### config.mk
export PLATFORM = sky130hd
export DESIGN_NAME = pixel_format_converter_core
export DESIGN_NICKNAME = d
export VERILOG_FILES = /design/src/rtl/core/pfc_pkg.sv /design/src/rtl/core/pfc_ycc_path.sv /design/src/rtl/core/pfc_yuv_path.sv /design/src/rtl/core/pfc_pack.sv /design/src/rtl/core/pixel_format_converter_core.sv
export SDC_FILE = /design/constraint.sdc
export NUM_CORES = 2
export LEC_CHECK = 0
export BUFFER_PORTS_ARGS = -buffer_cell sky130_fd_sc_hd__buf_2
export CAP_MARGIN = 20
export CORE_UTILIZATION = 58
export CTS_BUF_LIST = sky130_fd_sc_hd__clkbuf_4 sky130_fd_sc_hd__clkbuf_8 sky130_fd_sc_hd__clkbuf_16
export CTS_CLUSTER_SIZE = 24
export DETAILED_ROUTE_END_ITERATION = 7
export PLACE_DENSITY_LB_ADDON = 0.2
export SLEW_MARGIN = 20
export SYNTH_ARGS = -nofsm -noshare
export SYNTH_HDL_FRONTEND = slang
export SYNTH_HIERARCHICAL = 1
export SYNTH_SLANG_ARGS = --single-unit
export TNS_END_PERCENT = 5
### constraint.sdc
create_clock -name clk -period 8.6 [get_ports clk]
set_input_delay 0.86 -clock clk [delete_from_list [all_inputs] [get_ports clk]]
set_output_delay 0.86 -clock clk [all_outputs]
set_load 0.05 [all_outputs]
### src/rtl/core/pfc_pkg.sv
// Shared types and constants for the pixel format converter core.
// No dependencies; imported by every module of the core.
package pfc_pkg;

  // conversion_mode codes; 4..7 produce an empty result
  localparam logic [2:0] MODE_COPY  = 3'd0;
  localparam logic [2:0] MODE_RGB24 = 3'd1;
  localparam logic [2:0] MODE_YCC   = 3'd2;
  localparam logic [2:0] MODE_YUYV  = 3'd3;

  // YCbCr to RGB, Q16
  localparam logic signed [17:0] Q_CR_R = 18'sd89849;
  localparam logic signed [17:0] Q_CR_G = 18'sd45744;
  localparam logic signed [17:0] Q_CB_G = 18'sd22020;
  localparam logic signed [17:0] Q_CB_B = 18'sd113508;

  // RGB to YCbCr, Q8
  localparam logic [7:0] C_Y_R  = 8'd77;
  localparam logic [7:0] C_Y_G  = 8'd150;
  localparam logic [7:0] C_Y_B  = 8'd29;
  localparam logic [7:0] C_CB_R = 8'd44;
  localparam logic [7:0] C_CB_G = 8'd87;
  localparam logic [7:0] C_CB_B = 8'd131;
  localparam logic [7:0] C_CR_R = 8'd131;
  localparam logic [7:0] C_CR_G = 8'd110;
  localparam logic [7:0] C_CR_B = 8'd21;

  localparam logic [7:0] ALPHA_OPAQUE = 8'hff;

  // one item as it moves down the pipe
  typedef struct packed {
    logic [7:0][7:0] src;
    logic            present;
    logic [2:0]      mode;
  } pfc_item_t;

  // load enables for the two arithmetic stages
  typedef struct packed {
    logic en_mul;
    logic en_sum;
  } pfc_stage_en_t;

  typedef struct packed {
    logic signed [27:0] r1;
    logic signed [27:0] g1;
    logic signed [27:0] b1;
    logic signed [27:0] r2;
    logic signed [27:0] g2;
    logic signed [27:0] b2;
  } pfc_ycc_sum_t;

  typedef struct packed {
    logic        [15:0] y1;
    logic        [15:0] y2;
    logic signed [17:0] cb;
    logic signed [17:0] cr;
  } pfc_yuv_sum_t;

endpackage

### src/rtl/core/pfc_ycc_path.sv
// YCbCr to RGB arithmetic: registered products, then registered Q16 sums.
// Depends on pfc_pkg.
module pfc_ycc_path
  import pfc_pkg::*;
(
  input  logic          clk,
  input  pfc_stage_en_t en,
  input  pfc_item_t     item,
  output pfc_ycc_sum_t  sums
);

  logic signed [7:0]  cb;
  logic signed [7:0]  cr;
  logic signed [25:0] p_cr_r;
  logic signed [25:0] p_cr_g;
  logic signed [25:0] p_cb_g;
  logic signed [25:0] p_cb_b;
  logic [7:0]         y1;
  logic [7:0]         y2;
  logic signed [27:0] base1;
  logic signed [27:0] base2;

  // x - 128 is x with the top bit flipped
  assign cb = $signed({~item.src[1][7], item.src[1][6:0]});
  assign cr = $signed({~item.src[3][7], item.src[3][6:0]});

  always_ff @(posedge clk) begin
    if (en.en_mul) begin
      p_cr_r <= 26'(cr) * 26'(Q_CR_R);
      p_cr_g <= 26'(cr) * 26'(Q_CR_G);
      p_cb_g <= 26'(cb) * 26'(Q_CB_G);
      p_cb_b <= 26'(cb) * 26'(Q_CB_B);
      y1     <= item.src[0];
      y2     <= item.src[2];
    end
  end

  assign base1 = $signed({4'b0000, y1, 16'h0000});
  assign base2 = $signed({4'b0000, y2, 16'h0000});

  always_ff @(posedge clk) begin
    if (en.en_sum) begin
      sums.r1 <= base1 + 28'(p_cr_r);
      sums.g1 <= base1 - 28'(p_cr_g) - 28'(p_cb_g);
      sums.b1 <= base1 + 28'(p_cb_b);
      sums.r2 <= base2 + 28'(p_cr_r);
      sums.g2 <= base2 - 28'(p_cr_g) - 28'(p_cb_g);
      sums.b2 <= base2 + 28'(p_cb_b);
    end
  end

endmodule

### src/rtl/core/pfc_yuv_path.sv
// RGB to YCbCr arithmetic: registered products, then registered Q8 sums.
// Depends on pfc_pkg.
module pfc_yuv_path
  import pfc_pkg::*;
(
  input  logic          clk,
  input  pfc_stage_en_t en,
  input  pfc_item_t     item,
  output pfc_yuv_sum_t  sums
);

  logic [15:0] p_y_r1, p_y_g1, p_y_b1;
  logic [15:0] p_y_r2, p_y_g2, p_y_b2;
  logic [15:0] p_cb_r, p_cb_g, p_cb_b;
  logic [15:0] p_cr_r, p_cr_g, p_cr_b;

  always_ff @(posedge clk) begin
    if (en.en_mul) begin
      p_y_r1 <= {8'd0, item.src[2]} * {8'd0, C_Y_R};
      p_y_g1 <= {8'd0, item.src[1]} * {8'd0, C_Y_G};
      p_y_b1 <= {8'd0, item.src[0]} * {8'd0, C_Y_B};
      p_y_r2 <= {8'd0, item.src[5]} * {8'd0, C_Y_R};
      p_y_g2 <= {8'd0, item.src[4]} * {8'd0, C_Y_G};
      p_y_b2 <= {8'd0, item.src[3]} * {8'd0, C_Y_B};
      // chroma from the first pixel only
      p_cb_r <= {8'd0, item.src[2]} * {8'd0, C_CB_R};
      p_cb_g <= {8'd0, item.src[1]} * {8'd0, C_CB_G};
      p_cb_b <= {8'd0, item.src[0]} * {8'd0, C_CB_B};
      p_cr_r <= {8'd0, item.src[2]} * {8'd0, C_CR_R};
      p_cr_g <= {8'd0, item.src[1]} * {8'd0, C_CR_G};
      p_cr_b <= {8'd0, item.src[0]} * {8'd0, C_CR_B};
    end
  end

  always_ff @(posedge clk) begin
    if (en.en_sum) begin
      sums.y1 <= p_y_r1 + p_y_g1 + p_y_b1;
      sums.y2 <= p_y_r2 + p_y_g2 + p_y_b2;
      sums.cb <= $signed({2'b00, p_cb_b}) - $signed({2'b00, p_cb_r})
                 - $signed({2'b00, p_cb_g});
      sums.cr <= $signed({2'b00, p_cr_r}) - $signed({2'b00, p_cr_g})
                 - $signed({2'b00, p_cr_b});
    end
  end

endmodule

### src/rtl/core/pfc_pack.sv
// Final stage logic: saturation, mode select and word packing.
// Depends on pfc_pkg; feeds the output register in the top level.
module pfc_pack
  import pfc_pkg::*;
(
  input  pfc_item_t    item,
  input  pfc_ycc_sum_t ycc,
  input  pfc_yuv_sum_t yuv,
  output logic [31:0]  word0,
  output logic [31:0]  word1,
  output logic [1:0]   count
);

  function automatic logic [7:0] sat_q16(input logic signed [27:0] acc);
    logic [7:0] res;
    if (acc[27]) begin
      res = 8'd0;
    end else if (|acc[26:24]) begin
      res = 8'hff;
    end else begin
      res = acc[23:16];
    end
    return res;
  endfunction

  // 128 + s/256 with truncation toward zero, clamped to a byte
  function automatic logic [7:0] sat_chroma(input logic signed [17:0] s);
    logic signed [17:0] q;
    logic signed [17:0] v;
    logic [7:0]         res;
    q = (s + (s[17] ? 18'sd255 : 18'sd0)) >>> 8;
    v = q + 18'sd128;
    if (v[17]) begin
      res = 8'd0;
    end else if (|v[16:8]) begin
      res = 8'hff;
    end else begin
      res = v[7:0];
    end
    return res;
  endfunction

  always_comb begin
    word0 = 32'd0;
    word1 = 32'd0;
    count = 2'd0;
    case (item.mode)
      MODE_COPY: begin
        word0 = {item.src[3], item.src[2], item.src[1], item.src[0]};
        count = 2'd1;
        if (item.present) begin
          word1 = {item.src[7], item.src[6], item.src[5], item.src[4]};
          count = 2'd2;
        end
      end
      MODE_RGB24: begin
        word0 = {ALPHA_OPAQUE, item.src[2], item.src[1], item.src[0]};
        count = 2'd1;
        if (item.present) begin
          word1 = {ALPHA_OPAQUE, item.src[5], item.src[4], item.src[3]};
          count = 2'd2;
        end
      end
      MODE_YCC: begin
        word0 = {ALPHA_OPAQUE, sat_q16(ycc.r1), sat_q16(ycc.g1), sat_q16(ycc.b1)};
        word1 = {ALPHA_OPAQUE, sat_q16(ycc.r2), sat_q16(ycc.g2), sat_q16(ycc.b2)};
        count = 2'd2;
      end
      MODE_YUYV: begin
        // luma sums never exceed 255*256, so the high byte is the quotient
        word0 = {sat_chroma(yuv.cr), yuv.y2[15:8], sat_chroma(yuv.cb), yuv.y1[15:8]};
        count = 2'd1;
      end
      default: begin
        word0 = 32'd0;
        word1 = 32'd0;
        count = 2'd0;
      end
    endcase
  end

endmodule

### src/rtl/core/pixel_format_converter_core.sv
// Pixel format converter: one pixel pair per transaction, one result each.
// The block takes a new item every clock cycle while the result side keeps
// up. An item runs through four register stages (input register, products,
// sums, output register). A stall on the result side backs up one stage at a
// time, so bubbles are squeezed out before src_stall rises. conversion_mode
// is sampled when an item is accepted; cfg_ready is always high.
module pixel_format_converter_core
  import pfc_pkg::*;
(
  input  logic        clk,
  input  logic        rst,
  input  logic        cfg_valid,
  output logic        cfg_ready,
  input  logic [2:0]  cfg_data,
  input  logic        src_valid,
  output logic        src_stall,
  input  logic [7:0]  src_byte0,
  input  logic [7:0]  src_byte1,
  input  logic [7:0]  src_byte2,
  input  logic [7:0]  src_byte3,
  input  logic [7:0]  src_byte4,
  input  logic [7:0]  src_byte5,
  input  logic [7:0]  src_byte6,
  input  logic [7:0]  src_byte7,
  input  logic        second_pixel_present,
  output logic        dst_valid,
  input  logic        dst_stall,
  output logic [31:0] out_word0,
  output logic [31:0] out_word1,
  output logic [1:0]  words_valid
);

  logic [2:0]    conversion_mode;
  logic          v1, v2, v3;
  pfc_item_t     item1, item2, item3;
  pfc_stage_en_t en;
  logic          en_out;
  logic          en_in;
  pfc_ycc_sum_t  ycc_sums;
  pfc_yuv_sum_t  yuv_sums;
  logic [31:0]   word0_next;
  logic [31:0]   word1_next;
  logic [1:0]    count_next;

  assign cfg_ready = 1'b1;

  always_ff @(posedge clk) begin
    if (rst) begin
      conversion_mode <= MODE_COPY;
    end else if (cfg_valid && cfg_ready) begin
      conversion_mode <= cfg_data;
    end
  end

  // each stage loads when empty or when the next one moves
  assign en_out    = !dst_valid || !dst_stall;
  assign en.en_sum = !v3 || en_out;
  assign en.en_mul = !v2 || en.en_sum;
  assign en_in     = !v1 || en.en_mul;
  assign src_stall = !en_in;

  always_ff @(posedge clk) begin
    if (rst) begin
      v1        <= 1'b0;
      v2        <= 1'b0;
      v3        <= 1'b0;
      dst_valid <= 1'b0;
    end else begin
      if (en_in)     v1        <= src_valid;
      if (en.en_mul) v2        <= v1;
      if (en.en_sum) v3        <= v2;
      if (en_out)    dst_valid <= v3;
    end
  end

  always_ff @(posedge clk) begin
    if (en_in) begin
      item1.src     <= {src_byte7, src_byte6, src_byte5, src_byte4,
                        src_byte3, src_byte2, src_byte1, src_byte0};
      item1.present <= second_pixel_present;
      item1.mode    <= conversion_mode;
    end
    if (en.en_mul) item2 <= item1;
    if (en.en_sum) item3 <= item2;
  end

  pfc_ycc_path u_ycc (
    .clk  (clk),
    .en   (en),
    .item (item1),
    .sums (ycc_sums)
  );

  pfc_yuv_path u_yuv (
    .clk  (clk),
    .en   (en),
    .item (item1),
    .sums (yuv_sums)
  );

  pfc_pack u_pack (
    .item  (item3),
    .ycc   (ycc_sums),
    .yuv   (yuv_sums),
    .word0 (word0_next),
    .word1 (word1_next),
    .count (count_next)
  );

  always_ff @(posedge clk) begin
    if (en_out) begin
      out_word0   <= word0_next;
      out_word1   <= word1_next;
      words_valid <= count_next;
    end
  end

`ifndef ASSERT_OFF
  a_stall_full: assert property (@(posedge clk) disable iff (rst)
    src_stall |-> (v1 && v2 && v3 && dst_valid && dst_stall))
    else $error("input stalled while the pipe has room");

  a_sum_hold: assert property (@(posedge clk) disable iff (rst)
    (v3 && !en_out) |=> v3)
    else $error("sum stage item dropped under stall");

  a_mul_hold: assert property (@(posedge clk) disable iff (rst)
    (v2 && !en.en_sum) |=> (v2 && $stable(item2)))
    else $error("product stage item changed under stall");
`endif

endmodule
==> flow_summary.yaml <==
die:
  pin_count: 142
  dieWidth_um: 284
  rows: 103
  coreArea_sq_mm: 0.0789
  dieArea_sq_mm: 0.0808
  die_h_um: 284
  initial_core_util_pct: 58.6
routing:
  post_drt_wl_per_cell_um: 20.0
  drtAntennaViolNets: 0
  drcViolationCount: 0
  via_count: 30100
  drt_first_pass_iters: 5
  drtIter0Drc: 2534
  wl_um: 106000
  vias_per_cell: 5.68
cts:
  numCtsBuffers: 71
  cts-resized-gates: 0
  root_buffer: "clkbuf_16"
  cts.path.max_buffers: 3
  post_cts_buffers: 0
  ctsHoldBuffers: 0
  path_clk_slew_ps: 60
  cts_htree_levels: 3
  clkSinkCount: 633
  cts_tree: "built"
  insertion_delay_ps: 630
timing:
  slew-limit-headroom_pct: 25.0
  setup_ws_ps: 3020
  period_needed_ps: 5580
  rsz0062_at_grt: "false"
  skew_ps: 31.8
  slew_violations: 0
  hold_viol: 0
  max_freq_mhz: 179
  finalSetupViolCount: 0
  fin_setup_tns_ps: 0
  period_share_pct: 64.9
  worstMarginPinSlew_ps: 1130
job:
  drv_cap: 0
place:
  io_buffers: 140
  dpl_cell_area_sq_mm: 0.0482
  dp_hpwl_um: 81200
  place_ws_ps: 2990
  routabilityCongestion: 0.921
yosys:
  synth_area_per_cell_sq_um: 11.6
  syn_inst: 3987
  syn_area_sq_mm: 0.0462
  yosys_warnings: 6
  syn-num-nets: 5016
cells_and_area:
  drive_gt1_share_pct: 7.81
  postLayoutCoreUtil_pct: 64.6
  areaGrowthSynthToFinish_pct: 10.2
  fillers: 6147
  nets: 5210
  fin_area_sq_mm: 0.0509
power:
  intPower_mw: 11.0
  seq_power_share_pct: 28.3
  power_density_mw_per_mm2: 365
  finalPower_mw: 18.6
  power_frac_comb_pct: 53.2
  p_sw_mw: 7.57
  p_leak_nw: 23.6
  p_clk_share_pct: 18.5
  swShare_pct: 40.7
  peakVddDrop_mv: 0.263
critical_path:
  critical-path-top-delay-family: "adder cells"
  path_buf_inv: 3
  path_class: "reg -> reg"
  cp-end-kind: "register"
  critPathArrivalTime_ps: 5930
  cp.required_ps: 8950
  cpMostUsedCell: "fa_1"
  critical_path.max_fanout: 15
  slowest_delay_ps: 850
  critical_path.cell_chain: "inv_1, fa_1, inv_1, fa_1, fa_1, fa_1, inv_1, ha_1, a21oi_1, o311ai_0, o31ai_1, o21ai_2, a21boi_0, o21ai_0, xnor2_1"
  slowest_stage: "edfxtp_1"
  startpoint_type: "register"
worst_hold_path:
  min_path_type: "in -> reg"
grt:
  grt_pass1_wl_um: 165000
  grt_max_degree: 170
  grt_pass1_vias: 29800
  grt_antenna_before_repair: 4
  overflow: 0
  grt_util_all_layers_pct: 26.4
outcome:
  outcome: "completed"
## flip-flops by register name, indices dropped and copies added (netlist names), 13 cells and up
register      count
item1            68
item2            68
item3            68
out_word0        32
out_word1        32
u_ycc/p_cb_b     13
u_ycc/p_cb_g     19
u_ycc/p_cr_g     20
u_ycc/sums       66
u_yuv/p_cb_b     16
u_yuv/p_cr_g     14
u_yuv/p_cr_r     16
u_yuv/p_y_b2     13
u_yuv/p_y_g1     13
u_yuv/p_y_g2     15
u_yuv/p_y_r1     14
u_yuv/p_y_r2     15
u_yuv/sums       52
## power groups by stage
| stage | clock [mW] | combinational, mW | sequential (mW) |
|---|---|---|---|
| after global routing | 3.62 | 11.0 | 5.35 |
| after detailed placement | 0 | 9.74 | 5.32 |
| after global placement | 0 | 9.62 | 5.30 |
| after floorplan | 0 | 7.34 | 5.24 |
| final | 3.44 | 9.89 | 5.27 |
| after CTS | 3.51 | 9.83 | 5.27 |
## per-stage QoR
step | hold WS, ps | std cells
2_1_floorplan | 400 | 3987
3_3_place_gp | 401 | 5158
3_5_place_dp | 405 | 5158
4_1_cts | 364 | 5288
5_1_grt | 372 | 5288
6_report | 406 | 5289
## worst reg2reg max path: cells and delay by family, from the launching register on
family          cells  cell delay, ps
compound gates      6            1330
fa+ha+maj           5            2520
flops               1             850
xor+xnor            1             150
buf+inv             3             470
## final timing paths
kind                startpoint                to  slack, ps  depth (start not counted)
hold / removal    src_byte0[3]          item1[7]        410                          1
setup reg to reg     item1[33]  u_ycc/p_cr_r[18]       3020                         15
setup / recovery     item1[33]  u_ycc/p_cr_r[18]       3020                         15
hold reg to reg      item2[63]         item3[63]        410                          0
## per-layer routing
| metal | share of wire (%) | up-vias | track usage (%) | wire length, um |
|---|---|---|---|---|
| li1 | - | 14500 | - | - |
| met1 | 46 | 14700 | 37.8 | 48200 |
| met2 | 46 | 805 | 43.0 | 49100 |
| met3 | 6.1 | 130 | 3.49 | 6450 |
| met4 | 1.9 | 2 | 5.91 | 2030 |
| met5 | 0.012 | - | 0 | 13 |
## layout make-up
cell class	instances	area (sq um)	area share [%]
tap	1050	1310	2.58
multi-input combinational	2655	24600	48.4
sequential	633	18900	37.2
clock buffer	82	1900	3.72
inverter	660	2480	4.86
timing repair buffer	160	863	1.70
antenna	1	2.50	0.00491
clock inverter	48	791	1.55
## cell usage in the layout (no fill, tap or decap), types with 78 or more instances in the layout
cell type,instances
a21oi_1,200
buf_2,140
edfxtp_1,626
fa_1,254
ha_1,702
inv_1,660
nand2_1,137
nor2_1,208
o21ai_0,143
xnor2_1,180
xor2_1,78
Power figures use the tool's default switching activity.
